===== config.mk =====
export PLATFORM = sky130hd
export DESIGN_NAME = deque_with_delete_min
export DESIGN_NICKNAME = d
export VERILOG_FILES = /design/src/rtl/dqdm_pkg.sv /design/src/rtl/dqdm_dpath.sv /design/src/rtl/dqdm_ctrl.sv /design/src/rtl/deque_with_delete_min.sv
export SDC_FILE = /design/constraint.sdc
export NUM_CORES = 1
export LEC_CHECK = 0
export ABC_AREA = 1
export BUFFER_PORTS_ARGS = -buffer_cell sky130_fd_sc_hd__buf_2
export CORE_MARGIN = 4
export CORE_UTILIZATION = 45
export CTS_BUF_LIST = sky130_fd_sc_hd__clkbuf_2 sky130_fd_sc_hd__clkbuf_4 sky130_fd_sc_hd__clkbuf_8
export DETAILED_ROUTE_END_ITERATION = 6
export PLACE_DENSITY = 0.7
export SLEW_MARGIN = 20
export SYNTH_ARGS = -nofsm -noshare
export SYNTH_HDL_FRONTEND = slang
export SYNTH_SLANG_ARGS = --single-unit

===== constraint.sdc =====
create_clock -name clock -period 4.5 [get_ports clock]
set_clock_uncertainty 0.15 [all_clocks]
set_input_delay 0.225 -clock clock [delete_from_list [all_inputs] [get_ports clock]]
set_output_delay 0.225 -clock clock [all_outputs]
set_load 0.1 [all_outputs]

===== src/rtl/dqdm_pkg.sv =====
`timescale 1ns / 1ps
// ----------------------------------------------------------------------------
// dqdm_pkg: shared types and codes for the deque with delete-min
// Request and response payloads, operation and status codes, controller
// states, and the command/status bundles between controller and datapath.
// ----------------------------------------------------------------------------
package dqdm_pkg;

   localparam int CAPACITY_DEF = 16;

   localparam int FUNC_W   = 2;
   localparam int VALUE_W  = 32;
   localparam int STATUS_W = 2;
   localparam int TOTAL_W  = 5;

   localparam logic [FUNC_W-1:0] FUNC_APPEND  = 2'd0;
   localparam logic [FUNC_W-1:0] FUNC_PREPEND = 2'd1;
   localparam logic [FUNC_W-1:0] FUNC_DEL_MIN = 2'd2;

   localparam logic [STATUS_W-1:0] STATUS_DONE  = 2'd0;
   localparam logic [STATUS_W-1:0] STATUS_FULL  = 2'd1;
   localparam logic [STATUS_W-1:0] STATUS_EMPTY = 2'd2;

   typedef struct packed {
      logic [FUNC_W-1:0]         func;
      logic signed [VALUE_W-1:0] value;
   } req_type;

   typedef struct packed {
      logic [STATUS_W-1:0]       status;
      logic signed [VALUE_W-1:0] removed_value;
      logic [TOTAL_W-1:0]        entry_total;
   } rsp_type;

   typedef enum logic [2:0] {
      ST_IDLE,
      ST_EXEC,
      ST_SCAN,
      ST_SHIFT_RD,
      ST_SHIFT_WR,
      ST_DELIVER
   } state_type;

   typedef struct packed {
      logic                accept;
      logic                insert;
      logic                scan_start;
      logic                scan_step;
      logic                shift_rd;
      logic                shift_wr;
      logic                remove;
      logic                pend_load;
      logic                use_best;
      logic [STATUS_W-1:0] status;
      logic                deliver;
   } cmd_type;

   typedef struct packed {
      logic [FUNC_W-1:0] func;
      logic              full;
      logic              empty;
      logic              scan_more;
      logic              shift_more;
      logic              out_free;
   } sts_type;

endpackage


===== src/rtl/dqdm_dpath.sv =====
`timescale 1ns / 1ps
// ----------------------------------------------------------------------------
// dqdm_dpath: entry memory, pointers and result registers
// Entries live in a circular buffer; the head pointer moves on prepend, the
// minimum is found by a read sweep and the gap is closed entry by entry.
// ----------------------------------------------------------------------------
module dqdm_dpath import dqdm_pkg::*; #(
   parameter int CAPACITY = CAPACITY_DEF
) (
   input  logic    clock,
   input  logic    reset,
   input  req_type req_payload,
   input  cmd_type cmd,
   output sts_type sts,
   input  logic    rsp_ready,
   output logic    rsp_valid,
   output rsp_type rsp_payload
);

   localparam int AW  = $clog2(CAPACITY);
   localparam int AW1 = AW + 1;
   localparam int CW  = $clog2(CAPACITY + 1);
   localparam logic [AW-1:0]  LAST_ADDR = AW'(CAPACITY - 1);
   localparam logic [AW:0]    CAP_WIDE  = AW1'(CAPACITY);
   localparam logic [CW-1:0]  CAP_COUNT = CW'(CAPACITY);
   localparam logic [CW-1:0]  ONE_COUNT = CW'(1);

   // logical offset from the front to a physical memory address
   function automatic logic [AW-1:0] phys(input logic [AW-1:0] base,
                                          input logic [AW-1:0] off);
      logic [AW:0] sum;
      sum = {1'b0, base} + {1'b0, off};
      if (sum >= CAP_WIDE) begin
         sum = sum - CAP_WIDE;
      end
      return sum[AW-1:0];
   endfunction

   logic signed [VALUE_W-1:0] mem [CAPACITY];

   logic [AW-1:0]             head_ff, head_in;
   logic [CW-1:0]             count_ff, count_in;
   logic [CW-1:0]             idx_ff, idx_in;
   logic [AW-1:0]             rd_off_ff, rd_off_in;
   logic [AW-1:0]             pos_ff, pos_in;
   logic signed [VALUE_W-1:0] best_ff, best_in;
   logic [FUNC_W-1:0]         func_ff;
   logic signed [VALUE_W-1:0] value_ff;
   logic signed [VALUE_W-1:0] rd_data_ff;
   logic [STATUS_W-1:0]       pend_status_ff;
   logic signed [VALUE_W-1:0] pend_removed_ff;
   logic [TOTAL_W-1:0]        pend_total_ff;
   logic                      rsp_valid_ff, rsp_valid_in;
   rsp_type                   rsp_payload_ff;

   logic                      rd_en, wr_en;
   logic [AW-1:0]             rd_off, rd_addr, wr_addr, head_dec;
   logic signed [VALUE_W-1:0] wr_data;
   logic [CW-1:0]             idx_inc;

   always_comb begin
      head_dec  = (head_ff == '0) ? LAST_ADDR : head_ff - AW'(1);
      idx_inc   = idx_ff + ONE_COUNT;
      head_in   = head_ff;
      count_in  = count_ff;
      idx_in    = idx_ff;
      rd_off_in = rd_off_ff;
      pos_in    = pos_ff;
      best_in   = best_ff;
      rd_en     = 1'b0;
      rd_off    = '0;
      wr_en     = 1'b0;
      wr_addr   = phys(head_ff, idx_ff[AW-1:0]);
      wr_data   = rd_data_ff;

      if (cmd.insert) begin
         wr_en    = 1'b1;
         wr_data  = value_ff;
         count_in = count_ff + ONE_COUNT;
         if (func_ff == FUNC_PREPEND) begin
            wr_addr = head_dec;
            head_in = head_dec;
         end else begin
            wr_addr = phys(head_ff, count_ff[AW-1:0]);
         end
      end

      if (cmd.scan_start) begin
         rd_en     = 1'b1;
         rd_off    = '0;
         rd_off_in = '0;
         idx_in    = ONE_COUNT;
      end

      if (cmd.scan_step) begin
         // strict compare keeps the occurrence nearest the front
         if (rd_off_ff == '0 || rd_data_ff < best_ff) begin
            best_in = rd_data_ff;
            pos_in  = rd_off_ff;
         end
         if (idx_ff < count_ff) begin
            rd_en     = 1'b1;
            rd_off    = idx_ff[AW-1:0];
            rd_off_in = idx_ff[AW-1:0];
            idx_in    = idx_inc;
         end else begin
            idx_in = CW'(pos_in);
         end
      end

      if (cmd.shift_rd) begin
         rd_en  = 1'b1;
         rd_off = idx_inc[AW-1:0];
      end

      if (cmd.shift_wr) begin
         wr_en   = 1'b1;
         wr_addr = phys(head_ff, idx_ff[AW-1:0]);
         wr_data = rd_data_ff;
         idx_in  = idx_inc;
      end

      if (cmd.remove) begin
         count_in = count_ff - ONE_COUNT;
      end

      rd_addr = phys(head_ff, rd_off);

      if (cmd.deliver) begin
         rsp_valid_in = 1'b1;
      end else if (rsp_ready) begin
         rsp_valid_in = 1'b0;
      end else begin
         rsp_valid_in = rsp_valid_ff;
      end

      sts.func       = func_ff;
      sts.full       = (count_ff == CAP_COUNT);
      sts.empty      = (count_ff == '0);
      sts.scan_more  = (idx_ff < count_ff);
      sts.shift_more = (idx_inc < count_ff);
      sts.out_free   = !rsp_valid_ff || rsp_ready;
   end

   always_ff @(posedge clock) begin
      if (wr_en) begin
         mem[wr_addr] <= wr_data;
      end
      if (rd_en) begin
         rd_data_ff <= mem[rd_addr];
      end
   end

   always_ff @(posedge clock) begin
      if (reset) begin
         head_ff      <= '0;
         count_ff     <= '0;
         idx_ff       <= '0;
         rsp_valid_ff <= 1'b0;
      end else begin
         head_ff      <= head_in;
         count_ff     <= count_in;
         idx_ff       <= idx_in;
         rsp_valid_ff <= rsp_valid_in;
      end
   end

   always_ff @(posedge clock) begin
      rd_off_ff <= rd_off_in;
      pos_ff    <= pos_in;
      best_ff   <= best_in;
      if (cmd.accept) begin
         func_ff  <= req_payload.func;
         value_ff <= req_payload.value;
      end
      if (cmd.pend_load) begin
         pend_status_ff  <= cmd.status;
         pend_removed_ff <= cmd.use_best ? best_ff : '0;
         pend_total_ff   <= TOTAL_W'(count_in);
      end
      if (cmd.deliver) begin
         rsp_payload_ff.status        <= pend_status_ff;
         rsp_payload_ff.removed_value <= pend_removed_ff;
         rsp_payload_ff.entry_total   <= pend_total_ff;
      end
   end

   assign rsp_valid   = rsp_valid_ff;
   assign rsp_payload = rsp_payload_ff;

endmodule


===== src/rtl/dqdm_ctrl.sv =====
`timescale 1ns / 1ps
// ----------------------------------------------------------------------------
// dqdm_ctrl: operation sequencer
// Takes a request, runs the insert or the delete-min sweep on the datapath
// and hands the result to the response register.
// ----------------------------------------------------------------------------
module dqdm_ctrl import dqdm_pkg::*; (
   input  logic    clock,
   input  logic    reset,
   input  logic    req_valid,
   output logic    req_ready,
   input  sts_type sts,
   output cmd_type cmd
);

   state_type state_ff, state_in;

   always_ff @(posedge clock) begin
      if (reset) begin
         state_ff <= ST_IDLE;
      end else begin
         state_ff <= state_in;
      end
   end

   always_comb begin
      state_in  = state_ff;
      cmd       = '0;
      req_ready = 1'b0;

      case (state_ff)
         ST_IDLE: begin
            req_ready = 1'b1;
            if (req_valid) begin
               cmd.accept = 1'b1;
               state_in   = ST_EXEC;
            end
         end
         ST_EXEC: begin
            if (sts.func inside {FUNC_APPEND, FUNC_PREPEND}) begin
               cmd.pend_load = 1'b1;
               state_in      = ST_DELIVER;
               if (sts.full) begin
                  cmd.status = STATUS_FULL;
               end else begin
                  cmd.insert = 1'b1;
                  cmd.status = STATUS_DONE;
               end
            end else if (sts.func == FUNC_DEL_MIN) begin
               if (sts.empty) begin
                  cmd.pend_load = 1'b1;
                  cmd.status    = STATUS_EMPTY;
                  state_in      = ST_DELIVER;
               end else begin
                  cmd.scan_start = 1'b1;
                  state_in       = ST_SCAN;
               end
            end else begin
               // unused code: report the count unchanged
               cmd.pend_load = 1'b1;
               cmd.status    = STATUS_DONE;
               state_in      = ST_DELIVER;
            end
         end
         ST_SCAN: begin
            cmd.scan_step = 1'b1;
            if (!sts.scan_more) begin
               state_in = ST_SHIFT_RD;
            end
         end
         ST_SHIFT_RD: begin
            if (sts.shift_more) begin
               cmd.shift_rd = 1'b1;
               state_in     = ST_SHIFT_WR;
            end else begin
               cmd.remove    = 1'b1;
               cmd.pend_load = 1'b1;
               cmd.use_best  = 1'b1;
               cmd.status    = STATUS_DONE;
               state_in      = ST_DELIVER;
            end
         end
         ST_SHIFT_WR: begin
            cmd.shift_wr = 1'b1;
            state_in     = ST_SHIFT_RD;
         end
         ST_DELIVER: begin
            // hold until the response register is free
            if (sts.out_free) begin
               cmd.deliver = 1'b1;
               state_in    = ST_IDLE;
            end
         end
         default: begin
            state_in = ST_IDLE;
         end
      endcase
   end

endmodule


===== src/rtl/deque_with_delete_min.sv =====
`timescale 1ns / 1ps
// ----------------------------------------------------------------------------
// deque_with_delete_min: bounded deque of signed words with delete-min
// Append at the back, prepend at the front, or remove the smallest entry
// (nearest the front on a tie). Every request returns one response.
//
//   channel   direction   ports                               contents
//   req       in          req_valid req_ready req_payload     func, value
//   rsp       out         rsp_valid rsp_ready rsp_payload     status,
//                                                             removed_value,
//                                                             entry_total
//
// Append, prepend, rejected insert and unused codes pass through the execute
// and deliver states. Delete-min runs a read sweep over all entries of the
// entry memory, then one read and one write per entry moved forward.
// Synchronous reset empties the store; the memory itself is not cleared.
// A stalled response holds the sequencer until the response register frees.
// ----------------------------------------------------------------------------
module deque_with_delete_min import dqdm_pkg::*; #(
   parameter int CAPACITY = CAPACITY_DEF
) (
   input  logic    clock,
   input  logic    reset,
   input  logic    req_valid,
   output logic    req_ready,
   input  req_type req_payload,
   output logic    rsp_valid,
   input  logic    rsp_ready,
   output rsp_type rsp_payload
);

   cmd_type cmd;
   sts_type sts;

   dqdm_ctrl u_ctrl (
      .clock     (clock),
      .reset     (reset),
      .req_valid (req_valid),
      .req_ready (req_ready),
      .sts       (sts),
      .cmd       (cmd)
   );

   dqdm_dpath #(
      .CAPACITY (CAPACITY)
   ) u_dpath (
      .clock       (clock),
      .reset       (reset),
      .req_payload (req_payload),
      .cmd         (cmd),
      .sts         (sts),
      .rsp_ready   (rsp_ready),
      .rsp_valid   (rsp_valid),
      .rsp_payload (rsp_payload)
   );

endmodule


Yosys cells after proc, flatten, opt, wreduce, memory -nomap -nowiden
Memories as Yosys holds them, arrays and structs flattened. A register that Yosys moved wholly into a read port is not among the register bits.
Index checks and enable logic that the tools add are counted.
{ "word_totals": {"mem_count": 1, "ramBits": 512, "wordCells": 125, "reg_bits": 170, "input_bits": 38} }
{ "mem_list": {"columns": ["name", "words", "width", "rd", "rd_clocked_by_memory_dff", "wr", "line", "source"], "rows": [
  ["u_dpath.mem", 16, 32, 1, 1, 1, "dqdm_dpath.sv:39", "logic signed [VALUE_W-1:0] mem [CAPACITY];"]
]} }
{ "classes": {"add_sub_neg": 10, "magnitude_cmp": 6, "muxes": 67, "reduce_logical": 14, "eq_ne": 11} }
{ "ops": {"columns": ["operator", "n"], "rows": [
  ["$mux 32", 2],
  ["$mux 4", 14],
  ["$mux 5", 7],
  ["$lt 32x32->1", 1],
  ["$mux 1", 31],
  ["$mux 3", 6],
  ["$pmux 3 s6", 1],
  ["$sub 4x1->4 const B", 4],
  ["$add 4x4->5", 3],
  ["$ge 5x5->1 const B", 3],
  ["$add 5x1->5 const B", 2],
  ["$lt 5x5->1", 2],
  ["$logic_not 4->1", 2],
  ["$mux 2", 4],
  ["$eq 3x2->1 const B", 2],
  ["$eq 3x3->1 const B", 2],
  ["$ne 2x2->1 const B", 3],
  ["$eq 5x5->1 const B", 1],
  ["$logic_not 5->1", 1],
  ["$sub 5x1->5 const B", 1],
  ["$pmux 2 s2", 1],
  ["$reduce_and 2->1", 2],
  ["$reduce_bool 2->1", 2],
  ["$eq 3x1->1 const B", 1],
  ["other kinds (9)", 10]
]} }

Logic depth before layout (Yosys ltp)
{ "logic_depth": {"depth_word": 9, "ltp_mapped": 21, "ltp_nobuf": 20} }

Hierarchy
Synthesis repeated with hierarchy kept, for this count alone.
{ "hier_totals": {"cells_unflattened": 2181, "area_unflattened_um2": 28668.7} }
{ "modules_own_cells": {"columns": ["mod", "area_each_um2", "n_inst", "cells_each", "seq_area_each_um2"], "rows": [
  ["dqdm_dpath", 28364.7, 1, 2123, 21160.3],
  ["dqdm_ctrl", 304.0, 1, 58, 60.1]
]} }

Worst setup path after synthesis
OpenSTA, ideal clock, no wires.
{ "synth_path": {"path_type": "reg2reg", "start": "register u_dpath.idx_ff[0]", "end": "register u_dpath.rd_data_ff[0] (read register of u_dpath.mem), enable pin", "required_ps": 3884, "t_arrival_ps": 3806, "path_buffers": 0, "setup_ps": 466, "stages_incl_launch_ff": 10, "setup_slack_ps": 79, "synth_period_minus_slack_ps": 4421, "path_cell_list": "dfxtp_1 > ha_1 > nand3_1 > xor2_1 > ha_1 > nand2_1 > nor2_1 > o21ai_1 > o211ai_1 > o21ai_0"} }
{ "synth_rtl": {"columns": ["element", "line", "source"], "rows": [
  ["from (decl)", "dqdm_dpath.sv:43", "logic [CW-1:0] idx_ff, idx_in;"],
  ["from (signal assigned)", "dqdm_dpath.sv:163", "idx_ff <= idx_in;"],
  ["$add 5x1->5", "dqdm_dpath.sv:63", "idx_inc = idx_ff + ONE_COUNT;"],
  ["$lt 5x5->1", "dqdm_dpath.sv:141", "sts.shift_more = (idx_inc < count_ff);"],
  ["$mux 1", "dqdm_ctrl.sv:72", "if (sts.shift_more) begin"],
  ["$mux 1", "dqdm_ctrl.sv:31", "case (state_ff)"],
  ["$mux 1 (*)", "dqdm_dpath.sv:111", "if (cmd.shift_rd) begin"],
  ["named net u_dpath.rd_en", "dqdm_dpath.sv:56", "logic rd_en, wr_en;"],
  ["to (decl)", "dqdm_dpath.sv:49", "logic signed [VALUE_W-1:0] rd_data_ff;"]
]} }
Mark *: on every way through the listed nets, which the timed path passes. The rest lies on a longest branch.
A chain may end at the register's enable or synchronous reset.

Worst setup path after layout
{ "layout_path": {"start": "register u_dpath.idx_ff[1]", "end": "register u_dpath.rd_data_ff[16] (read register of u_dpath.mem) (data pin)"} }
{ "layout_via": {"elab_chain_len": 8} }
{ "layout_rtl": {"columns": ["element", "line", "source"], "rows": [
  ["$add 5x1->5", "dqdm_dpath.sv:63", null],
  ["$lt 5x5->1", "dqdm_dpath.sv:141", null],
  ["$mux 1", "dqdm_ctrl.sv:72", null],
  ["$mux 1", "dqdm_ctrl.sv:31", null],
  ["$mux 4", "dqdm_dpath.sv:111", null],
  ["$add 4x4->5", "dqdm_dpath.sv:32", "sum = {1'b0, base} + {1'b0, off};"],
  ["$sub 4x1->4 / $ge 5x5->1 (equally long branches)", "dqdm_dpath.sv:34, dqdm_dpath.sv:33", null],
  ["$mux 4", "dqdm_dpath.sv:33", "if (sum >= CAP_WIDE) begin"]
]} }
Several ways; a longest one is shown, not always the timed one.

==> impl_results.md <==
- DRC: 0
- Reg2reg start: u_dpath.idx_ff[1]
- CTS root buf: clkbuf_8
- Syn Inst Count: about 2200
- Worst slew pin tran: 0.9132 ns
- Max Clk Rate: about 0.24 GHz
- Sequential area share after synthesis: 0.7447
- Clk Latency, worst-skew pair: roughly 0.70 ns
- YS warnings: 0
- Tmin final: ~4.2 ns
- Power Density: 570.6 nW/um^2
- Initial DRT Pass Iterations: 5
- Die Ht: approximately 260 um
- H-tree depth: 3
- Arr. time, crit path: around 4.6 ns
- Die area: between 60000 and 70000 um^2
- DP Area: about 30000 um^2
- Max Cap Viol: 0
- Area of the multi-input gates: ~6600 um^2
- Share of layout cells above drive strength 1: 0.1464
- CP endpoint kind: register
- Final Cell Area: ~33000 um^2
- Reg clk slew, reported paths: approximately 0.060 ns
- Max_slew headroom: 0.3891
- Initial antenna violation count: 3
- Synth unique cells: 39
- Max FO, Critical Path: 30
- Vias: about 18000
- Peak supply drop: approximately 0.00030 V
- Min-delay worst type: input port to register
- First DRT Iteration DRCs: around 1900
- Largest net degree at the start of global routing: between 150 and 200
- Status: finished clean
- Cell Area, Synth: between 20000 and 30000 um^2
- Core box area: between 60000 and 70000 um^2
- Syn nets: 2246
- CTS Buffer Depth: 3
- GRT Total Usage: 0.1947
- Post-synth top area share: 0.7293
- Min-delay src: req_valid
- Vias in the first global route: around 18000
- Cts bufs inserted: about 110
- CTS Sinks: a little over 700
- Fin. Hold Viols: 0
- Area growth syn-to-layout: 16.09%
- RePlAce Congestion: 0.8439
- Hold path cells: 4
- Util after Layout: 0.5321
- Post-DP HPWL: approximately 37000 um
- CTS tree: yes
- Setup-failing EPs final: 0
- Die width: ~260 um
- Setup slack, reg-to-reg: around 0.28 ns
- Remaining global-route overflow: 0
- Main synth FF type: edfxtp_1
- Average routed wire per standard cell: roughly 21 um
- Register Area: 21220 um^2
- First-pass GRT wire length: about 100000 um
- Ys async rst share: 0
- Leak pwr: roughly 11 nW
- Routed vias/inst: approximately 5.5
- Post-synth EDFFs: ~690
- Cell Rows: 91
- CP required: between 4 and 5 ns
- Startpoint Class: register
- Most frequent cells in the layout: 692 x edfxtp_1, 307 x nand2_1, 267 x o21ai_0, 254 x nor2_1, 113 x clkbuf_8
- Commonest non-fill, non-tap cell in the layout: edfxtp_1
- Min-Delay Endpoint: u_dpath.func_ff[1]
- Tcrit/Tclk final: 0.9383
- Boundary Pins: 79
- Synth area leader: edfxtp_1
- Final net count: around 2400
- WS Path Type: register to register
- PnR Total Power: 18.87 mW
- Top post-synthesis cells by area: edfxtp_1 73%, o21ai_0 4.7%, nand2_1 4.1%
- Worst r2r path cells: 20
- Average size of a mapped cell: roughly 13 um^2
- Antenna viol nets, final: 0
- Fin. max-slew vios: 0
- Initial core utilization: 0.4583
- #FFs+latches synth: between 700 and 800
- Port Buffer Count: just under 80
- Fill count: 5055
- R2r endpoint: u_dpath.rd_data_ff[16]
- Total Wirelength: 66800 um
[metrics by stage]
stage | std cells | setup TNS [ns] | worst slack, ns | hold slack (ns)
floorplan | 2153 | 0 | 0.07861 | 0.1739
global placement | 2998 | 0 | 0.3073 | 0.2505
detailed placement | 2998 | 0 | 0.2086 | 0.2531
CTS | 3240 | 0 | 0.09765 | 0.01061
global route | 3250 | -0.09676 | -0.02393 | 0.05831
finish | 3250 | 0 | 0.2775 | 0.05412
[area by class of cell]
class,count,area share
diodes,1,0.00007565
clock buffers,153,0.05610
clock inverters,52,0.01127
inverters,100,0.01176
multi-input cells,1224,0.2008
flip-flops and latches,714,0.6416
well taps,837,0.03166
repair buffers,169,0.04675
[metal layers]
metal  GRT usage  vias to the layer above  wire length [um]
met1      0.2621                     8754             27150
met4     0.06716                        0              1567
met3     0.03155                      129              5755
met2      0.3243                      815             32320
met5           0                        -                 0
li1            -                     8262                 -
[worst max-delay path by stage]
stage,depth (start not counted),slack (ns),from,endpoint
after CTS,20,0.1,u_dpath.idx_ff[0],u_dpath.rd_data_ff[16]
final,20,0.28,u_dpath.idx_ff[1],u_dpath.rd_data_ff[16]
after detailed placement,20,0.21,u_dpath.idx_ff[0],u_dpath.rd_data_ff[16]
after floorplan,9,0.08,u_dpath.idx_ff[0],u_dpath.rd_data_ff[0]
after global routing,21,-0.02,u_dpath.idx_ff[0],u_dpath.rd_data_ff[12]
after global placement,20,0.31,u_dpath.idx_ff[0],u_dpath.rd_data_ff[13]
[cells by family after synthesis]
kind of cell	share of synthesized area
xor+xnor	0.005577
flops	0.7447
buf+inv	0.02903
mux	0.0003513
simple gates	0.08624
compound gates	0.1091
fa+ha+maj	0.02494
[cells in the mapped netlist (7+ instances only)]
| master | n |
|---|---|
| dfxtp_1 | 22 |
| nand2_1 | 308 |
| edfxtp_1 | 692 |
| o22ai_1 | 64 |
| o221ai_1 | 32 |
| buf_1 | 12 |
| xor2_1 | 10 |
| o211ai_1 | 37 |
| o21ai_0 | 270 |
| nand3_1 | 21 |
| nand4_1 | 7 |
| ha_1 | 52 |
| a32o_1 | 32 |
| buf_2 | 10 |
| clkbuf_1 | 91 |
| a21oi_1 | 68 |
| o21ai_1 | 15 |
| inv_1 | 97 |
| nor2_1 | 271 |
[registers in the layout, indices dropped and copies added (netlist names), 3 cells and up]
register / flops
u_dpath.pend_removed_ff: 32
u_dpath.best_ff: 32
u_dpath.rsp_payload: 39
u_dpath.rd_data_ff: 32
u_dpath.pos_ff: 4
u_dpath.count_ff: 5
u_ctrl.state_ff: 3
u_dpath.value_ff: 32
u_dpath.head_ff: 4
u_dpath.mem: 512
u_dpath.idx_ff: 5
u_dpath.rd_off_ff: 4
u_dpath.pend_total_ff: 5
[where the power goes]
| part | internal, mW | total, mW | switching [mW] | leakage (nW) |
|---|---|---|---|---|
| logic | 1.28 | 4.47 | 3.19 | 3.84 |
| registers | 8.72 | 9.01 | 0.289 | 6.46 |
| clock network | 2.95 | 5.39 | 2.44 | 1.18 |
[what timing repair did]
action	CTS	global route
hold buffers	37	0
setup endpoints to repair	0	32
gates resized for setup	0	10
hold endpoints to repair	52	0
buffers inserted	0	6
[worst max-delay path: stages, from the launching register on]
cell and delay, ns:
dfxtp_2 0.39, ha_1 0.20, nand3_1 0.12, xor2_2 0.18, ha_1 0.31, nand2_1 0.09, nor2_1 0.04, o21ai_1 0.07
o211ai_1 0.15, nor2_2 0.19, nand2_1 0.08, nand2_1 0.13, ha_4 0.15, inv_1 0.05, fa_2 0.57, inv_8 0.19
buf_16 0.21, o21ai_0 0.13, o221ai_1 0.24, o21ai_0 0.14, o21ai_0 0.21
No activity file was read; power rests on OpenSTA's default activity.
